File: src/hdl/urlpd_pkg.sv
// urlpd_pkg: shared types, character constants and hex helpers for the
// URL percent decoder. No dependencies.
`default_nettype none

package urlpd_pkg;

  localparam logic [7:0] CH_NUL   = 8'h00;
  localparam logic [7:0] CH_PLUS  = 8'h2B;
  localparam logic [7:0] CH_SPACE = 8'h20;
  localparam logic [7:0] CH_PCT   = 8'h25;
  localparam logic [7:0] CH_AMP   = 8'h26;
  localparam logic [7:0] CH_MINUS = 8'h2D;

  localparam int unsigned MaxBeats = 3;
  localparam int unsigned CntW     = $clog2(MaxBeats + 1);
  localparam int unsigned IdxW     = $clog2(MaxBeats);

  // APB register map (byte addresses)
  localparam int unsigned    PaddrW       = 3;
  localparam logic [PaddrW-1:0] ADDR_DECODE_AMP = 3'h0;

  // Result group of one input beat: up to three output bytes, byte 0 first.
  typedef struct packed {
    logic [CntW-1:0]           cnt;
    logic [MaxBeats-1:0][7:0]  bytes;
  } grp_t;

  // Hex digit value; bit 4 flags a valid digit.
  function automatic logic [4:0] hex_digit(input logic [7:0] c);
    logic [4:0] r;
    r = 5'd0;
    if (c >= 8'h30 && c <= 8'h39)      r = {1'b1, 4'(c - 8'h30)};
    else if (c >= 8'h61 && c <= 8'h66) r = {1'b1, 4'(c - 8'h57)};
    else if (c >= 8'h41 && c <= 8'h46) r = {1'b1, 4'(c - 8'h37)};
    return r;
  endfunction

  function automatic logic is_blank(input logic [7:0] c);
    return c inside {CH_SPACE, [8'h09:8'h0D]};
  endfunction

  // Two-byte escape value, as strtoul base 16 reads it, cut to 8 bits.
  function automatic logic [7:0] escape_value(input logic [7:0] a,
                                              input logic [7:0] b);
    logic [4:0] ha;
    logic [4:0] hb;
    logic [7:0] v;
    ha = hex_digit(a);
    hb = hex_digit(b);
    v  = 8'd0;
    if (is_blank(a) || a == CH_PLUS) begin
      if (hb[4]) v = {4'd0, hb[3:0]};
    end else if (a == CH_MINUS) begin
      if (hb[4]) v = 8'(8'd0 - {4'd0, hb[3:0]});
    end else if (ha[4]) begin
      v = hb[4] ? {ha[3:0], hb[3:0]} : {4'd0, ha[3:0]};
    end
    return v;
  endfunction

endpackage

`default_nettype wire

File: src/hdl/urlpd_regs.sv
// urlpd_regs: APB-style configuration register (decode_ampersand).
// Depends on urlpd_pkg.
`default_nettype none

module urlpd_regs (
  input  wire logic                          clk,
  input  wire logic                          rst,
  input  wire logic                          psel,
  input  wire logic                          penable,
  input  wire logic                          pwrite,
  input  wire logic [urlpd_pkg::PaddrW-1:0]  paddr,
  input  wire logic [31:0]                   pwdata,
  output logic      [31:0]                   prdata,
  output logic                               pready,
  output logic                               decode_ampersand
);
  import urlpd_pkg::*;

  logic hit;
  logic wr;

  assign hit    = (paddr == ADDR_DECODE_AMP);
  assign wr     = psel && penable && pwrite && hit;
  assign pready = 1'b1;
  assign prdata = hit ? {31'd0, decode_ampersand} : 32'd0;

  always_ff @(posedge clk) begin
    if (rst) begin
      decode_ampersand <= 1'b1;
    end else if (wr) begin
      decode_ampersand <= pwdata[0];
    end
  end

endmodule

`default_nettype wire

File: src/hdl/urlpd_decode.sv
// urlpd_decode: escape state machine and per-beat decode into a result group.
// Depends on urlpd_pkg.
`default_nettype none

module urlpd_decode (
  input  wire logic                 clk,
  input  wire logic                 rst,
  input  wire logic                 accept,
  input  wire logic [7:0]           in_byte,
  input  wire logic                 decode_ampersand,
  output urlpd_pkg::grp_t           grp
);
  import urlpd_pkg::*;

  localparam logic [1:0] PH_TEXT   = 2'd0;
  localparam logic [1:0] PH_FIRST  = 2'd1;
  localparam logic [1:0] PH_SECOND = 2'd2;

  logic [1:0] phase, phase_next;
  logic [7:0] first_char, first_char_next;
  logic       muted, muted_next;
  logic [7:0] esc_val;

  assign esc_val = escape_value(first_char, in_byte);

  always_comb begin
    phase_next      = phase;
    first_char_next = first_char;
    muted_next      = muted;
    grp             = '0;
    if (in_byte == CH_NUL) begin
      phase_next      = PH_TEXT;
      first_char_next = 8'd0;
      muted_next      = 1'b0;
      grp.cnt         = CntW'(1);
      grp.bytes[0]    = CH_NUL;
    end else if (!muted) begin
      case (phase)
        PH_FIRST: begin
          first_char_next = in_byte;
          phase_next      = PH_SECOND;
        end
        PH_SECOND: begin
          phase_next      = PH_TEXT;
          first_char_next = 8'd0;
          if (!decode_ampersand && esc_val == CH_AMP) begin
            // keep the original three bytes
            grp.cnt      = CntW'(3);
            grp.bytes[0] = CH_PCT;
            grp.bytes[1] = first_char;
            grp.bytes[2] = in_byte;
          end else if (esc_val == 8'd0) begin
            muted_next = 1'b1;
          end else begin
            grp.cnt      = CntW'(1);
            grp.bytes[0] = esc_val;
          end
        end
        default: begin
          if (in_byte == CH_PCT) begin
            phase_next = PH_FIRST;
          end else begin
            grp.cnt      = CntW'(1);
            grp.bytes[0] = (in_byte == CH_PLUS) ? CH_SPACE : in_byte;
          end
        end
      endcase
    end
  end

  always_ff @(posedge clk) begin
    if (rst) begin
      phase      <= PH_TEXT;
      first_char <= 8'd0;
      muted      <= 1'b0;
    end else if (accept) begin
      phase      <= phase_next;
      first_char <= first_char_next;
      muted      <= muted_next;
    end
  end

endmodule

`default_nettype wire

File: src/hdl/urlpd_outq.sv
// urlpd_outq: two-slot result-group buffer that serializes groups into beats.
// Depends on urlpd_pkg.
`default_nettype none

module urlpd_outq (
  input  wire logic            clk,
  input  wire logic            rst,
  input  wire logic            push,
  input  wire urlpd_pkg::grp_t grp,
  output logic                 can_push,
  output logic                 out_valid,
  input  wire logic            out_ready,
  output logic [7:0]           out_byte,
  output logic                 last_of_run
);
  import urlpd_pkg::*;

  grp_t            cur;
  grp_t            pend;
  logic            cur_valid;
  logic            pend_valid;
  logic [IdxW-1:0] idx;
  logic            beat_taken;
  logic            cur_free;

  assign can_push    = !pend_valid;
  assign out_valid   = cur_valid;
  assign out_byte    = cur.bytes[idx];
  assign last_of_run = (CntW'(idx) == CntW'(cur.cnt - CntW'(1)));
  assign beat_taken  = cur_valid && out_ready;
  // slot frees when empty or its final beat goes out now
  assign cur_free    = !cur_valid || (beat_taken && last_of_run);

  always_ff @(posedge clk) begin
    if (rst) begin
      cur_valid  <= 1'b0;
      pend_valid <= 1'b0;
      idx        <= '0;
    end else if (cur_free) begin
      idx <= '0;
      if (pend_valid) begin
        cur_valid  <= 1'b1;
        pend_valid <= 1'b0;
      end else begin
        cur_valid <= push;
      end
    end else begin
      if (beat_taken) idx <= IdxW'(idx + IdxW'(1));
      if (push) pend_valid <= 1'b1;
    end
  end

  always_ff @(posedge clk) begin
    if (cur_free) begin
      cur <= pend_valid ? pend : grp;
    end else if (push) begin
      pend <= grp;
    end
  end

endmodule

`default_nettype wire

File: src/hdl/url_percent_decoder_core.sv
// url_percent_decoder_core: top level of the URL percent decoder.
// Depends on urlpd_pkg, urlpd_regs, urlpd_decode, urlpd_outq.
//
//  channel | signals                                      | beat
//  --------+----------------------------------------------+--------------------------
//  input   | in_valid, in_ready, in_byte                  | one fragment byte
//  output  | out_valid, out_ready, out_byte, last_of_run  | one decoded byte
//  config  | psel, penable, pwrite, paddr, pwdata, prdata | decode_ampersand at 0x0
//
// Cycles: an input beat is decoded in the cycle it is accepted and its
// result group (0 to 3 bytes) lands in the output buffer at that edge.
// Input runs 1 beat per cycle while in_ready is high; sustained output is
// 1 beat per cycle while out_ready is high, so a beat that keeps all three
// escape bytes is sent as three output beats.
// Stalls: the buffer holds the group being sent plus one waiting group, so
// input is still taken while a result sits unclaimed; in_ready drops only
// once the waiting slot is full.
// Reset: synchronous rst clears escape state, mute flag and buffer, and sets
// decode_ampersand to 1.
`default_nettype none

module url_percent_decoder_core (
  input  wire logic                          clk,
  input  wire logic                          rst,
  // input beats
  input  wire logic                          in_valid,
  output logic                               in_ready,
  input  wire logic [7:0]                    in_byte,
  // output beats
  output logic                               out_valid,
  input  wire logic                          out_ready,
  output logic [7:0]                         out_byte,
  output logic                               last_of_run,
  // configuration
  input  wire logic                          psel,
  input  wire logic                          penable,
  input  wire logic                          pwrite,
  input  wire logic [urlpd_pkg::PaddrW-1:0]  paddr,
  input  wire logic [31:0]                   pwdata,
  output logic      [31:0]                   prdata,
  output logic                               pready
);
  import urlpd_pkg::*;

  logic decode_ampersand;
  logic in_accept;
  grp_t grp;

  assign in_accept = in_valid && in_ready;

  urlpd_regs u_regs (
    .clk              (clk),
    .rst              (rst),
    .psel             (psel),
    .penable          (penable),
    .pwrite           (pwrite),
    .paddr            (paddr),
    .pwdata           (pwdata),
    .prdata           (prdata),
    .pready           (pready),
    .decode_ampersand (decode_ampersand)
  );

  // decode logic sees the raw input byte and the stored escape state
  urlpd_decode u_decode (
    .clk              (clk),
    .rst              (rst),
    .accept           (in_accept),
    .in_byte          (in_byte),
    .decode_ampersand (decode_ampersand),
    .grp              (grp)
  );

  // silent beats (muted, escape start, first escape byte, zero escape) push nothing
  urlpd_outq u_outq (
    .clk         (clk),
    .rst         (rst),
    .push        (in_accept && (grp.cnt != '0)),
    .grp         (grp),
    .can_push    (in_ready),
    .out_valid   (out_valid),
    .out_ready   (out_ready),
    .out_byte    (out_byte),
    .last_of_run (last_of_run)
  );

endmodule

`default_nettype wire

File: config.mk
export PLATFORM = sky130hd
export DESIGN_NAME = url_percent_decoder_core
export DESIGN_NICKNAME = d
export VERILOG_FILES = /design/src/hdl/urlpd_pkg.sv /design/src/hdl/urlpd_regs.sv /design/src/hdl/urlpd_decode.sv /design/src/hdl/urlpd_outq.sv /design/src/hdl/url_percent_decoder_core.sv
export SDC_FILE = /design/constraint.sdc
export NUM_CORES = 1
export LEC_CHECK = 0
export BUFFER_PORTS_ARGS = -buffer_cell sky130_fd_sc_hd__buf_2
export CORE_ASPECT_RATIO = 0.9
export CORE_MARGIN = 10
export CORE_UTILIZATION = 50
export DETAILED_ROUTE_END_ITERATION = 12
export GPL_ROUTABILITY_DRIVEN = 0
export PLACE_DENSITY = 0.75
export SLEW_MARGIN = 25
export SYNTH_ARGS = -nofsm -noshare
export SYNTH_HDL_FRONTEND = slang
export SYNTH_HIERARCHICAL = 1
export SYNTH_SLANG_ARGS = --single-unit
File: constraint.sdc
create_clock -name clk -period 4.2 [get_ports clk]
set_clock_uncertainty 0.1 [all_clocks]
set_input_delay 0.21 -clock clk [delete_from_list [all_inputs] [get_ports clk]]
set_output_delay 0.21 -clock clk [all_outputs]
set_load 0.01 [all_outputs]
# After elaboration in Yosys (flattened, before gate mapping)
# Cells that the tools add are included.
totals:
  regBits: 68
  out_inout_bits: 44
classes:
  n_mux: 44
  order_cmp: 15
  bitwise: 1
  n_reduce_logical: 31
  addsub: 9
  eq_ne: 10
ops:
  columns: ["op", "count"]
  rows:
  - ["$mux 8", 13]
  - ["$mux 26", 2]
  - ["$eq 8x6->1 const B", 6]
  - ["$mux 16", 3]
  - ["$ge 8x7->1 const B", 4]
  - ["$le 8x7->1 const B", 4]
  - ["$pmux 8 s2", 2]
  - ["$mux 5", 6]
  - ["$bmux 8 s2", 1]
  - ["$ge 8x6->1 const B", 2]
  - ["$le 8x6->1 const B", 2]
  - ["$logic_not 8->1", 2]
  - ["$sub 4x3->4 const B", 4]
  - ["$logic_and 1x1->1", 15]
  - ["$mux 2", 5]
  - ["$mux 1", 9]
  - ["$ge 8x4->1 const B", 1]
  - ["$le 8x4->1 const B", 1]
  - ["$pmux 2 s2", 2]
  - ["$sub 4x1->4 const B", 2]
  - ["$reduce_and 3->1", 2]
  - ["$sub 1x4->5 const A", 1]
  - ["$mux 4", 1]
  - ["$reduce_bool 2->1", 2]
  - ["15 further kinds", 18]

# Depth between registers and ports, before layout
depth:
  word_depth: 18
  mapped_depth: 14
  mapped_depth_nobuf: 14

# Hierarchy
# Netlist, hierarchy kept.
by_module_without_submodules:
  columns: ["mod", "n_inst", "cells_per_inst", "area_each_um2", "seq_area_each_um2"]
  rows:
  - ["urlpd_outq", 1, 136, 2280.9, 1641.6]
  - ["urlpd_decode", 1, 224, 1647.8, 220.2]
  - ["urlpd_regs", 1, 41, 309.0, 20.0]
  - ["url_percent_decoder_core", 1, 2, 16.3, 0.0]

# Least setup slack after synthesis
# No wires, ideal clock.
synth_timing:
  path_type: "input to register"
  start: "in in_byte[3]"
  end: "reg u_outq/pend[0] in the netlist's numbering (enable)"
  path_slack_ns: 0.062
  setup_ns: 0.385
  path_stages: 12
  arrival_time_ns: 3.653
  t_required_ns: 3.715
  path_cell_list: "buf_6 -> or4b_4 -> a311oi_4 -> a22oi_2 -> ha_1 -> and2_1 -> a32o_1 -> nor3_4 -> nand4_4 -> nor4_2 -> o211a_1 -> and3b_1"
synth_rtl:
  columns: ["item", "line", "source"]
  rows:
  - ["start, declared", "url_percent_decoder_core.sv:28", "input wire logic [7:0] in_byte,"]
  - ["end signal, assigned", "urlpd_outq.sv:57", "pend <= grp;"]
  - ["end, declared", "urlpd_outq.sv:19", "grp_t pend;"]

==> metrics.md <==
| Metric | Value |
|---|---|
| # IOs | `94` |
| First-pass GRT wire length | `between 15000 and 20000 um` |
| Crit path cell chain | `inv_1 -> ha_1 -> nor3b_1 -> a311oi_2 -> a22oi_1 -> o221ai_1 -> and2_1 -> nand2_2 -> nor4_2 -> o211a_1 -> and3b_1 -> buf_12` |
| Hold buffer count at cts | `0` |
| Main synth FF type | `edfxtp_1` |
| WP data arrival | `3.79 ns` |
| Crit path max-delay family | `compound AO/OA/AOI/OAI gates` |
| Period utilization | `91.69%` |
| Most frequent cells in the layout | `edfxtp_1 (52), conb_1 (41), a21oi_1 (33)` |
| Routed length per placed instance | `16.71 um` |
| Post CTS Setup Buffer Count | `0` |
| DR vias | `roughly 3100` |
| Sequential share of the synthesized area | `44.24%` |
| Port-buffer cells | `30` |
| Register area | `1882 sq um` |
| Fraction of layout cells with a size suffix above 1 | `between 10% and 20%` |
| Crit. End Element | `register` |
| Post-synthesis cell area | `between 4000 and 5000 sq um` |
| First-pass iteration count of the detailed router | `4` |
| Register bit count reported by yosys | `68` |
| Synthesized instance count | `403` |
| Max-cap violations | `0` |
| Commonest non-fill, non-tap cell in the layout | `edfxtp_1` |
| Placed Area | `around 4400 sq um` |
| Status | `completed` |
| DIE HEIGHT | `107.5 um` |
| Number of global-route vias before repair | `a little over 3000` |
| Ant diodes | `0` |
| TritonCTS Buffers | `9` |
| Fillcell total | `699` |
| Iter 0 DRT Violations | `between 200 and 250` |
| Die area | `12600 sq um` |
| Syn Area/Cell | `10.56 sq um` |
| Bufs and invs on worst path | `2` |
| CORE AREA | `8184 sq um` |
| HPWL Detailed | `6609 um` |
| Fraction of registers with async set/reset | `0%` |
| Slew @ Worst Pin | `0.8228 ns` |
| Clock Pin Slew Worst Setup and Hold Paths | `0.08 ns` |
| RSZ-0062 raised after global routing | `no` |
| Synth-to-Final Area Change | `7.206%` |
| Fin util | `between 50% and 60%` |
| Worst-Skew Late Latency | `0.34 ns` |
| FMAX | `259.7 MHz` |
| H-tree Lvls | `3` |
| Synth cell types | `between 70 and 80` |
| Post-layout nets | `around 490` |
| Post-synth EDFFs | `52` |
| DRT Wirelength | `9223 um` |
| CTS Buffer Depth | `2` |
| Initial antenna violation count | `0` |
| Final instance area | `4561 sq um` |
| Crit path time final | `approximately 3.9 ns` |
| Resized cells post-CTS | `0` |
| VDD IR max | `0.1656 mV` |
| Crit start category | `register` |
| Largest net degree at the start of global routing | `29` |
| # rows | `31` |
| GRT Util Overall | `between 10 and 15%` |
| Slew headroom | `45.07%` |
| CTS sink cnt | `68` |
| Yosys warning count | `6` |
| Final Max Tran Viols | `0` |
| Final hold viol count | `0` |
| TritonCTS clock tree | `built` |
| Worst path max stage delay | `0.49 ns` |
| Worst hold path class | `primary input to register` |
| Die Wd | `117.2 um` |
| Setup Viol. Count Final | `0` |
| Leakage | `1.719 nW` |
| Initial Utilization | `51.98%` |
| # DRC | `0` |
| Post-route setup TNS | `0 ns` |
| Power per standard cell area | `319.4 nW/um^2` |
| Grt total ovfl | `0` |
| Slowest stage cell, crit path | `dfxtp_1` |
| Kind of critical path | `register to register` |
| CTS Root Cell | `clkbuf_8` |
| Crit path max fanout | `26` |
| Drt via density | `5.589` |
| Routed Antenna Nets | `0` |
| Worst EP required | `4.13 ns` |
| Multi-input gate area | `2074 sq um` |
## cell families after synthesis
group	count (synthesis)	synth area share (%)
adder cells (fa/ha/maj)	9	2.647
flip-flops	68	44.24
multiplexers	37	9.471
other	3	0.2647
AO/OA/AOI/OAI	92	14.50
AND/OR/NAND/NOR	123	18.06
buffers and inverters	70	10.44
XOR/XNOR	1	0.3825
## metrics by stage
step	std cells	hold WS (ns)	power (mW)	setup WS, ns
6_report	552	0.02144	1.457	0.3492
5_1_grt	552	0.01557	1.521	0.02424
3_5_place_dp	536	0.3758	0.9496	0.2107
3_3_place_gp	536	0.3620	0.9438	0.2656
4_1_cts	552	0.01017	1.471	0.3909
2_1_floorplan	441	0.2043	0.9221	0.06166
## flip-flops by register name, summed over array words and instances, names as in the netlist
register / flops
u_outq/pend_valid: 1
u_outq/out_valid: 1
u_decode/phase: 2
u_outq/cur: 26
u_decode/muted: 1
u_regs/decode_ampersand: 1
u_decode/first_char: 8
u_outq/pend: 26
u_outq/idx: 2
## routing by layer
layer	vias to the layer above	part of all wire (%)	track usage, %
met5	-	0	0
li1	1487	-	-
met4	0	1.7	6.614
met1	1470	44	18.97
met3	11	7.6	2.954
met2	117	47	24.04
## final cells by class
type	instances	share of cell area, %
Inverter	12	0.9877
Timing Repair Buffer	38	4.883
Clock inverter	6	1.427
Clock buffer	10	2.798
Multi-Input combinational cell	303	45.49
Tap cell	115	3.155
Sequential cell	68	41.26
## report_power, final
group          switching [mW]  total [mW]  internal, mW
logic                  0.0997       0.157        0.0568
clock network           0.246       0.521         0.274
registers              0.0127       0.780         0.767
total                   0.359        1.46          1.10
## worst min-delay path: stages
cell and delay, ns:
buf_2 0.08, nor2_1 0.03, mux2i_1 0.10
## final timing paths
kind                                  startpoint                                   end  slack, ns  depth (start not counted)
max reg2reg  u_decode/first_char[1]$_SDFFE_PP0P_              u_outq/pend[1]$_DFFE_PP_       0.35                         12
max          u_decode/first_char[1]$_SDFFE_PP0P_              u_outq/pend[1]$_DFFE_PP_       0.35                         12
min reg2reg       u_decode/phase[1]$_SDFFE_PP0P_        u_decode/phase[1]$_SDFFE_PP0P_       0.39                          2
min                                    pwdata[0]  u_regs/decode_ampersand$_SDFFE_PP1P_       0.02                          3
## cell usage after synthesis (4+ instances only)
| library cell | instances | area [sq um] |
|---|---|---|
| nor4_1 | 10 | 62.56 |
| dfxtp_1 | 16 | 320.3 |
| nand4_1 | 5 | 31.28 |
| o21ai_0 | 9 | 45.04 |
| o21ai_1 | 9 | 45.04 |
| nor3_1 | 7 | 35.03 |
| nand2b_1 | 9 | 56.30 |
| inv_1 | 12 | 45.04 |
| nor2b_1 | 4 | 25.02 |
| clkbuf_1 | 8 | 30.03 |
| or2_2 | 4 | 25.02 |
| nor2_1 | 24 | 90.09 |
| buf_4 | 43 | 322.8 |
| nor3b_1 | 8 | 60.06 |
| edfxtp_1 | 52 | 1562 |
| nand2_1 | 16 | 60.06 |
| mux2i_1 | 11 | 110.1 |
| a21oi_1 | 33 | 165.2 |
| mux2_2 | 8 | 90.09 |
| nand3_1 | 5 | 25.02 |
| mux2_1 | 18 | 202.7 |
| buf_2 | 4 | 20.02 |
| a22oi_1 | 4 | 30.03 |
| ha_1 | 9 | 112.6 |
Power figures use the tool's default switching activity.
